File: config.mk
export PLATFORM = sky130hd
export DESIGN_NAME = hmrs_mac_flat
export DESIGN_NICKNAME = d
export VERILOG_FILES = /design/src/rtl/hmrs_pkg.sv /design/src/rtl/hmrs_out_if.sv /design/src/rtl/hmrs_mac.sv /design/src/flat_wrapper.sv
export SDC_FILE = /design/constraint.sdc
export NUM_CORES = 2
export LEC_CHECK = 0
export ABC_AREA = 0
export BUFFER_PORTS_ARGS = -buffer_cell sky130_fd_sc_hd__buf_2
export CORE_ASPECT_RATIO = 0.7
export CORE_MARGIN = 1
export CORE_UTILIZATION = 40
export CTS_BUF_LIST = sky130_fd_sc_hd__clkbuf_4
export CTS_CLUSTER_DIAMETER = 200
export DETAILED_ROUTE_END_ITERATION = 6
export GPL_ROUTABILITY_DRIVEN = 0
export PLACE_DENSITY = 0.69
export REMOVE_ABC_BUFFERS = 1
export SYNTH_ARGS = -nofsm -noshare
export SYNTH_HDL_FRONTEND = slang
export SYNTH_SLANG_ARGS = --single-unit
File: constraint.sdc
create_clock -name clk -period 7.9 [get_ports clk]
set_input_delay 0.395 -clock clk [delete_from_list [all_inputs] [get_ports clk]]
set_output_delay 0.395 -clock clk [all_outputs]
set_load 0.02 [all_outputs]
File: src/rtl/hmrs_pkg.sv
// Shared types and constants for the hexagonal Mehrstellen right-hand-side stencil.
// Holds sample and tap types, register codes and the Q0.24 coefficients.
// Has no dependencies.
package hmrs_pkg;

  localparam int SAMPLE_W  = 32;
  localparam int SIZE_W    = 6;
  localparam int CFG_IDX_W = 2;
  localparam int COEF_W    = 24;

  localparam logic [SIZE_W-1:0] SIZE_RESET = 6'd62;

  localparam logic [COEF_W-1:0] COEF_C = 24'd9786709;
  localparam logic [COEF_W-1:0] COEF_Z = 24'd1398101;
  localparam logic [COEF_W-1:0] COEF_F = 24'd699051;

  typedef enum logic [CFG_IDX_W-1:0] {
    REG_SIZE_X = 2'd0,
    REG_SIZE_Y = 2'd1,
    REG_SIZE_Z = 2'd2
  } cfg_reg_t;

  typedef logic signed [SAMPLE_W-1:0] sample_t;

  typedef struct packed {
    sample_t       centre;
    sample_t       z_near;
    sample_t       z_far;
    sample_t [5:0] hex;
  } taps_t;

  typedef struct packed {
    logic advance;
    logic restart;
  } dly_ctrl_t;

endpackage

File: src/rtl/hmrs_out_if.sv
// Result channel: one stencil value per transfer with saturation and end-of-grid flags.
// Depends on hmrs_pkg.
interface hmrs_out_if import hmrs_pkg::*; ();
  logic    valid;
  logic    ready;
  sample_t result;
  logic    saturated;
  logic    last_of_grid;

  modport source (output valid, output result, output saturated, output last_of_grid,
                  input ready);
  modport sink (input valid, input result, input saturated, input last_of_grid,
                output ready);
endinterface

File: src/rtl/hmrs_mac.sv
// Weighted sum, rounding and saturation pipeline with the output register.
// Three stages: tap pre-sums, coefficient products, sum with round and clamp.
// Depends on hmrs_pkg and hmrs_out_if.
module hmrs_mac import hmrs_pkg::*; (
  input  logic       clk,
  input  logic       rst,
  input  logic       item_valid,
  input  logic       item_last,
  input  taps_t      taps,
  output logic       advance,
  hmrs_out_if.source outp
);

  localparam int ZSUM_W = SAMPLE_W + 1;
  localparam int FSUM_W = SAMPLE_W + 3;
  localparam int PC_W   = SAMPLE_W + COEF_W + 1;
  localparam int PZ_W   = ZSUM_W + COEF_W + 1;
  localparam int PF_W   = FSUM_W + COEF_W + 1;
  localparam int ACC_W  = PF_W + 2;
  localparam int RND_W  = ACC_W - COEF_W;
  localparam logic signed [ACC_W-1:0] RND_BIAS =
    {{(ACC_W-COEF_W){1'b0}}, 1'b1, {(COEF_W-1){1'b0}}};

  logic                     s1_valid, s1_last;
  sample_t                  s1_c;
  logic signed [ZSUM_W-1:0] s1_zsum;
  logic signed [FSUM_W-1:0] s1_fsum;
  logic signed [ZSUM_W-1:0] zsum;
  logic signed [FSUM_W-1:0] fsum;

  logic                     s2_valid, s2_last;
  logic signed [PC_W-1:0]   s2_pc;
  logic signed [PZ_W-1:0]   s2_pz;
  logic signed [PF_W-1:0]   s2_pf;

  logic signed [ACC_W-1:0]  acc;
  logic signed [RND_W-1:0]  rounded;
  logic [RND_W-SAMPLE_W:0]  high_bits;
  logic                     fits;
  sample_t                  clamped;

  logic    out_valid, out_sat, out_last;
  sample_t out_result;

  assign advance = !out_valid || outp.ready;

  always_comb begin
    zsum = ZSUM_W'($signed(taps.z_near)) + ZSUM_W'($signed(taps.z_far));
    fsum = '0;
    for (int i = 0; i < 6; i++) begin
      fsum = fsum + FSUM_W'($signed(taps.hex[i]));
    end
  end

  always_comb begin
    acc = ACC_W'(s2_pc) + ACC_W'(s2_pz) + ACC_W'(s2_pf) + RND_BIAS;
    rounded   = acc[ACC_W-1:COEF_W];
    high_bits = rounded[RND_W-1:SAMPLE_W-1];
    fits      = (&high_bits) || !(|high_bits);
    if (fits) begin
      clamped = rounded[SAMPLE_W-1:0];
    end else if (rounded[RND_W-1]) begin
      clamped = {1'b1, {(SAMPLE_W-1){1'b0}}};
    end else begin
      clamped = {1'b0, {(SAMPLE_W-1){1'b1}}};
    end
  end

  always_ff @(posedge clk) begin
    if (rst) begin
      s1_valid  <= 1'b0;
      s2_valid  <= 1'b0;
      out_valid <= 1'b0;
    end else if (advance) begin
      s1_valid  <= item_valid;
      s2_valid  <= s1_valid;
      out_valid <= s2_valid;
    end
  end

  always_ff @(posedge clk) begin
    if (advance) begin
      s1_last    <= item_last;
      s1_c       <= taps.centre;
      s1_zsum    <= zsum;
      s1_fsum    <= fsum;
      s2_last    <= s1_last;
      s2_pc      <= s1_c * $signed({1'b0, COEF_C});
      s2_pz      <= s1_zsum * $signed({1'b0, COEF_Z});
      s2_pf      <= s1_fsum * $signed({1'b0, COEF_F});
      out_last   <= s2_last;
      out_result <= clamped;
      out_sat    <= !fits;
    end
  end

  assign outp.valid        = out_valid;
  assign outp.result       = out_result;
  assign outp.saturated    = out_sat;
  assign outp.last_of_grid = out_last;

endmodule

File: src/flat_wrapper.sv
// flat-port wrapper written by rule: the top's interface ports become plain ports
module hmrs_mac_flat import hmrs_pkg::*;
  (clk, rst, item_valid, item_last, taps, advance, outp_valid, outp_result, outp_saturated, outp_last_of_grid, outp_ready);
  hmrs_out_if outp_i ();
  input  logic clk;
  input  logic rst;
  input  logic item_valid;
  input  logic item_last;
  input  taps_t taps;
  output logic advance;
  output wire logic [$bits(outp_i.valid)-1:0] outp_valid;
  output wire logic [$bits(outp_i.result)-1:0] outp_result;
  output wire logic [$bits(outp_i.saturated)-1:0] outp_saturated;
  output wire logic [$bits(outp_i.last_of_grid)-1:0] outp_last_of_grid;
  input wire logic [$bits(outp_i.ready)-1:0] outp_ready;
  assign outp_valid = outp_i.valid;
  assign outp_result = outp_i.result;
  assign outp_saturated = outp_i.saturated;
  assign outp_last_of_grid = outp_i.last_of_grid;
  assign outp_i.ready = outp_ready;
  hmrs_mac u_core (.clk(clk), .rst(rst), .item_valid(item_valid), .item_last(item_last), .taps(taps), .advance(advance), .outp(outp_i));
endmodule
# ---- Yosys cells after proc, flatten, opt, wreduce, memory -nomap -nowiden
# Cells that the tools add are included.
dict set report word_totals {
  word_cells 35
  register_bits 307
}
dict set report classes {
  n_reduce_logical 7
  addsub 9
  mux 2
  multipliers 3
}
# operator n
set op_table {}
lappend op_table {{$add 35x32->35} 3}
lappend op_table {{$add 32x32->33} 2}
lappend op_table {{$mux 32} 2}
lappend op_table {{$add 62x25->62 const B} 1}
lappend op_table {{$add 58x56->59} 1}
lappend op_table {{$add 57x55->58} 1}
lappend op_table {{$mul 32x25->57 const B} 1}
lappend op_table {{$mul 35x21->56 const B} 1}
lappend op_table {{$mul 33x22->55 const B} 1}
lappend op_table {{$add 33x32->34} 1}
lappend op_table {{$reduce_and 7->1} 1}
lappend op_table {{$reduce_or 7->1} 1}
lappend op_table {{$logic_not 1->1} 3}
lappend op_table {{$logic_or 1x1->1} 2}

# ---- Longest topological paths before layout
dict set report logic_depth {
  ltp_word 7
  depth_mapped 28
  depth_no_buf 28
}

# ---- Worst setup path before layout
# Ideal clock, no wire load.
dict set report synth_path {
  path_type {reg-to-reg}
  startpoint {register u_core.s1_fsum[34]}
  endpoint {register u_core.s2_pf[55] (netlist name)}
  t_arrival_ns 7.556
  setup_slack_ns 0.082
  setup_ns 0.262
  stages_incl_launch_ff 23
  required_time_ns 7.638
  path_cell_list {edfxtp_1 > inv_1 > fa_1 > fa_1 > fa_1 > fa_1 > fa_1 > inv_1 > fa_1 > ha_1 > o21ai_0 > nand2b_1 > a21oi_1 > nand2b_1 > inv_1 > or3_1 > o21ai_0 > a21oi_1 > and3_1 > o41ai_1 > o21ai_0 > a21oi_1 > xnor2_1}
}
dict set report synth_via {
  elab_chain_cells 1
}
# element line_no
set synth_rtl {}
lappend synth_rtl {{start, declared} hmrs_mac.sv:27} ;# logic signed [FSUM_W-1:0] s1_fsum;
lappend synth_rtl {{start signal, assigned} hmrs_mac.sv:86} ;# s1_fsum <= fsum;
lappend synth_rtl {{$mul 35x21->56} hmrs_mac.sv:90} ;# s2_pf <= s1_fsum * $signed({1'b0, COEF_F});
# No other way between the ends.
# A chain may end at the register's enable or synchronous reset.

# ---- Worst setup path after layout
dict set report layout_path {
  startpoint {register u_core.s1_c[9]}
  endpoint {register u_core.s2_pc[56] (data pin)}
}
dict set report layout_via {
  elab_chain_cells 1
}
# element line_no
set layout_rtl {}
lappend layout_rtl {{start, declared} hmrs_mac.sv:25} ;# sample_t s1_c;
lappend layout_rtl {{start signal, assigned} hmrs_mac.sv:84} ;# s1_c <= taps.centre;
lappend layout_rtl {{$mul 32x25->57} hmrs_mac.sv:88} ;# s2_pc <= s1_c * $signed({1'b0, COEF_C});
lappend layout_rtl {{end signal, assigned} hmrs_mac.sv:88}
lappend layout_rtl {{end, declared} hmrs_mac.sv:32} ;# logic signed [PC_W-1:0] s2_pc;
# No other way between the ends.

==> flow_metrics.env <==
export IMPL_status="finished with violations"
export IMPL_violations="DRC"
export IMPL_wl_um=168000
export IMPL_end_kind="flop"
export IMPL_die_area_sq_mm=0.156
export IMPL_synth_cells=5963
export IMPL_grt_pass1_wl_um=262000
export IMPL_synth_seq_cells=307
export IMPL_clock_sinks=307
export IMPL_overflow=0
export IMPL_grt_max_degree=130
export IMPL_place_ws_ps=154
export IMPL_areaGrowthSynthToFinish_pct=11.9
export IMPL_yosysSeqAreaShare_pct=14.9
export IMPL_start_util_pct=40.3
export IMPL_vias_per_cell=5.09
export IMPL_final_cell_area_sq_mm=0.0690
export IMPL_r2r_start="u_core.s1_c[9]"
export IMPL_async_reset_ff_share_pct=0
export IMPL_rows=120
export IMPL_chipHeight_um=330
export IMPL_tritoncts_num_buffers=87
export IMPL_worst_clock_skew_ps=116
export IMPL_cts_root_buf="clkbuf_4"
export IMPL_tightest_slew_ps=1030
export IMPL_clock_latency_ps=1060
export IMPL_io_buffer_count=328
export IMPL_fin_nets=8939
export IMPL_cts_htree_levels=3
export IMPL_slew_violations=0
export IMPL_grt_pass1_vias=45847
export IMPL_ys_types=96
export IMPL_reg2reg_depth=25
export IMPL_drt_iter0_markers=3760
export IMPL_hp_class="input port to flop"
export IMPL_ant_nets=0
export IMPL_dp_hpwl_um=146000
export IMPL_finalSetupTns_ps=0
export IMPL_placeableCoreArea_sq_mm=0.153
export IMPL_drt_pass1_iterations=7
export IMPL_r2r_end="u_core.s2_pc[56]"
export IMPL_fin_crit_sh_pct=95.8
export IMPL_antenna_found_initial=6
export IMPL_avgSynthCellArea_sq_um=10.3
export IMPL_ys_warn_count=0
export IMPL_drc=20
export IMPL_ioPinCount=329
export IMPL_start_kind="flop"
export IMPL_num_vias=44169
export IMPL_min_to="u_core.s1_c[12]"
export IMPL_worst_slack_ps=333
export IMPL_cts_buffer_depth=3
export IMPL_fmax_ghz=0.132
export IMPL_setup_viol=0
export IMPL_hold_viol_final=0
export IMPL_postPlaceCellArea_sq_mm=0.0663
export IMPL_crit_type="flop to flop"
export IMPL_synth_ff_type="edfxtp_1"
export IMPL_final_common_cell="inv_1"
export IMPL_r2r_slack_ps=330
export IMPL_hold_start="taps[268]"
export IMPL_die_x_um=471
export IMPL_grt_usage_pct=21.9
export IMPL_crit_arrival_ps=8300
export IMPL_cp_max_fo=8
export IMPL_required_ps=8630
export IMPL_relSlewSlack_pct=30.4
export IMPL_clk_pin_slew_ps=70
export IMPL_drive_gt1_share_pct=9.47
export IMPL_wl_per_cell_um=19.3
export IMPL_netlist_area_sq_mm=0.0616
export IMPL_final_cell_mix="inv_1, fa_1, ha_1"
export IMPL_holdPathStages=2
export IMPL_cts_tree="yes"
export IMPL_maxCapViolations=0
export IMPL_synth_edf_count=304
export IMPL_final_min_clock_period_ps=7570
[worst max-delay path, stage by stage (launching register included)]
cell	delay [ps]
edfxtp_1	640
ha_1	300
inv_1	70
fa_1	500
fa_1	470
fa_1	520
fa_1	550
inv_1	50
fa_1	510
fa_1	440
ha_1	340
a21o_1	170
a21oi_1	200
buf_4	150
o221ai_1	150
a221oi_1	360
a31oi_1	200
o31a_1	340
o21ai_2	200
o211ai_1	160
nand2_1	110
a2bb2oi_1	220
a211o_1	210
o2111ai_1	130
a21oi_1	180
xnor2_1	80
[cells in the mapped netlist (all sizes together) (6+ instances only)]
master | count | area (sq um)
nor3b | 7 | 52.6
nor2b | 34 | 213
nand2 | 172 | 656
o31a | 7 | 61.3
and3 | 36 | 228
nor2 | 182 | 686
a21oi | 262 | 1320
a211oi | 28 | 210
o211ai | 25 | 188
edfxtp | 304 | 9130
inv | 1662 | 6240
a21o | 107 | 811
nand3b | 7 | 52.6
and4 | 14 | 123
fa | 1086 | 21700
or2 | 22 | 138
a211o | 7 | 61.3
a21boi | 14 | 105
nor4 | 9 | 92.6
o21ai | 165 | 826
nand2b | 48 | 300
ha | 970 | 12100
mux2i | 36 | 360
o21bai | 39 | 293
and2 | 26 | 168
a31oi | 36 | 225
xor2 | 106 | 928
o21a | 41 | 308
nand4 | 26 | 184
nor3 | 47 | 235
a31o | 6 | 52.6
clkbuf | 20 | 75.1
a221oi | 9 | 85.1
nand3 | 58 | 295
o31ai | 12 | 90.1
buf | 10 | 124
a2111oi | 7 | 61.3
or4 | 6 | 45.0
or3 | 20 | 130
xnor2 | 214 | 1870
[cells by family (layout without fill, tap and decap cells)]
kind of cell	count (synthesis)	in the layout	synth area share, %
adders and majority gates	2058	2058	55.0
buffers and inverters	1694	2381	10.5
AOI/OAI and AO/OA	817	817	8.38
and+or+nand+nor	728	728	6.06
xor gates and xnor gates	320	320	4.55
DFF	307	307	14.9
muxes	39	39	0.639
other	0	12	0
[how the worst max path moves through the flow]
| stage | start | endpoint | depth (start not counted) |
|---|---|---|---|
| global route | u_core.s1_zsum[8] | u_core.s2_pz[54] | 27 |
| global placement | u_core.s1_zsum[9] | u_core.s2_pz[54] | 26 |
| CTS | u_core.s1_fsum[19] | u_core.s2_pf[53] | 27 |
| floorplan | u_core.s1_fsum[34] | u_core.s2_pf[55] | 22 |
| finish | u_core.s1_c[9] | u_core.s2_pc[56] | 25 |
| detailed placement | u_core.s1_fsum[19] | u_core.s2_pf[53] | 27 |
[registers in the layout (all words and copies together), names as in the netlist]
name                      flops
u_core.s2_pc                 57
u_core.s2_pf                 56
u_core.s2_pz                 55
u_core.s1_fsum               35
u_core.s1_zsum               33
u_core.outp.result           32
u_core.s1_c                  32
u_core.outp.last_of_grid      1
u_core.outp.saturated         1
u_core.outp.valid             1
u_core.s1_last                1
u_core.s1_valid               1
u_core.s2_last                1
u_core.s2_valid               1
[routing by layer]
layer	global-route usage [%]	part of all wire [%]
met1	32.8	47
met2	31.5	41
met3	6.48	10
met4	2.94	1.3
met5	0	0.021
[per-stage QoR]
stage	utilization (%)	hold slack (ps)	instances
5_1_grt	45.1	-2.28	8675
3_5_place_dp	43.3	405	8358
6_report	45.1	72.6	8675
4_1_cts	44.9	1.61	8651
3_3_place_gp	43.3	401	8358
2_1_floorplan	-	400	5931
[cell type report]
class | count | area [sq um]
diodes | 12 | 30.0
clock buffers | 114 | 856
clock inverters | 35 | 204
fillers | 14263 | 84000
inverters | 1662 | 6250
multi-input cells | 3962 | 46100
flip-flops and latches | 307 | 9190
well taps | 2013 | 2520
repair buffers | 570 | 3840
[timing repair]
| item | 4_1_cts | 5_1_grt |
|---|---|---|
| resized for setup | 0 | 20 |
| endpoints found under the setup margin | 0 | 17 |
| buffers inserted | 0 | 12 |
| hold endpoints to repair | 70 | 0 |
| hold buffers | 144 | 0 |
Power is not shown: default switching activity piles up to over one toggle a cycle in this logic, so the estimate is an artifact.
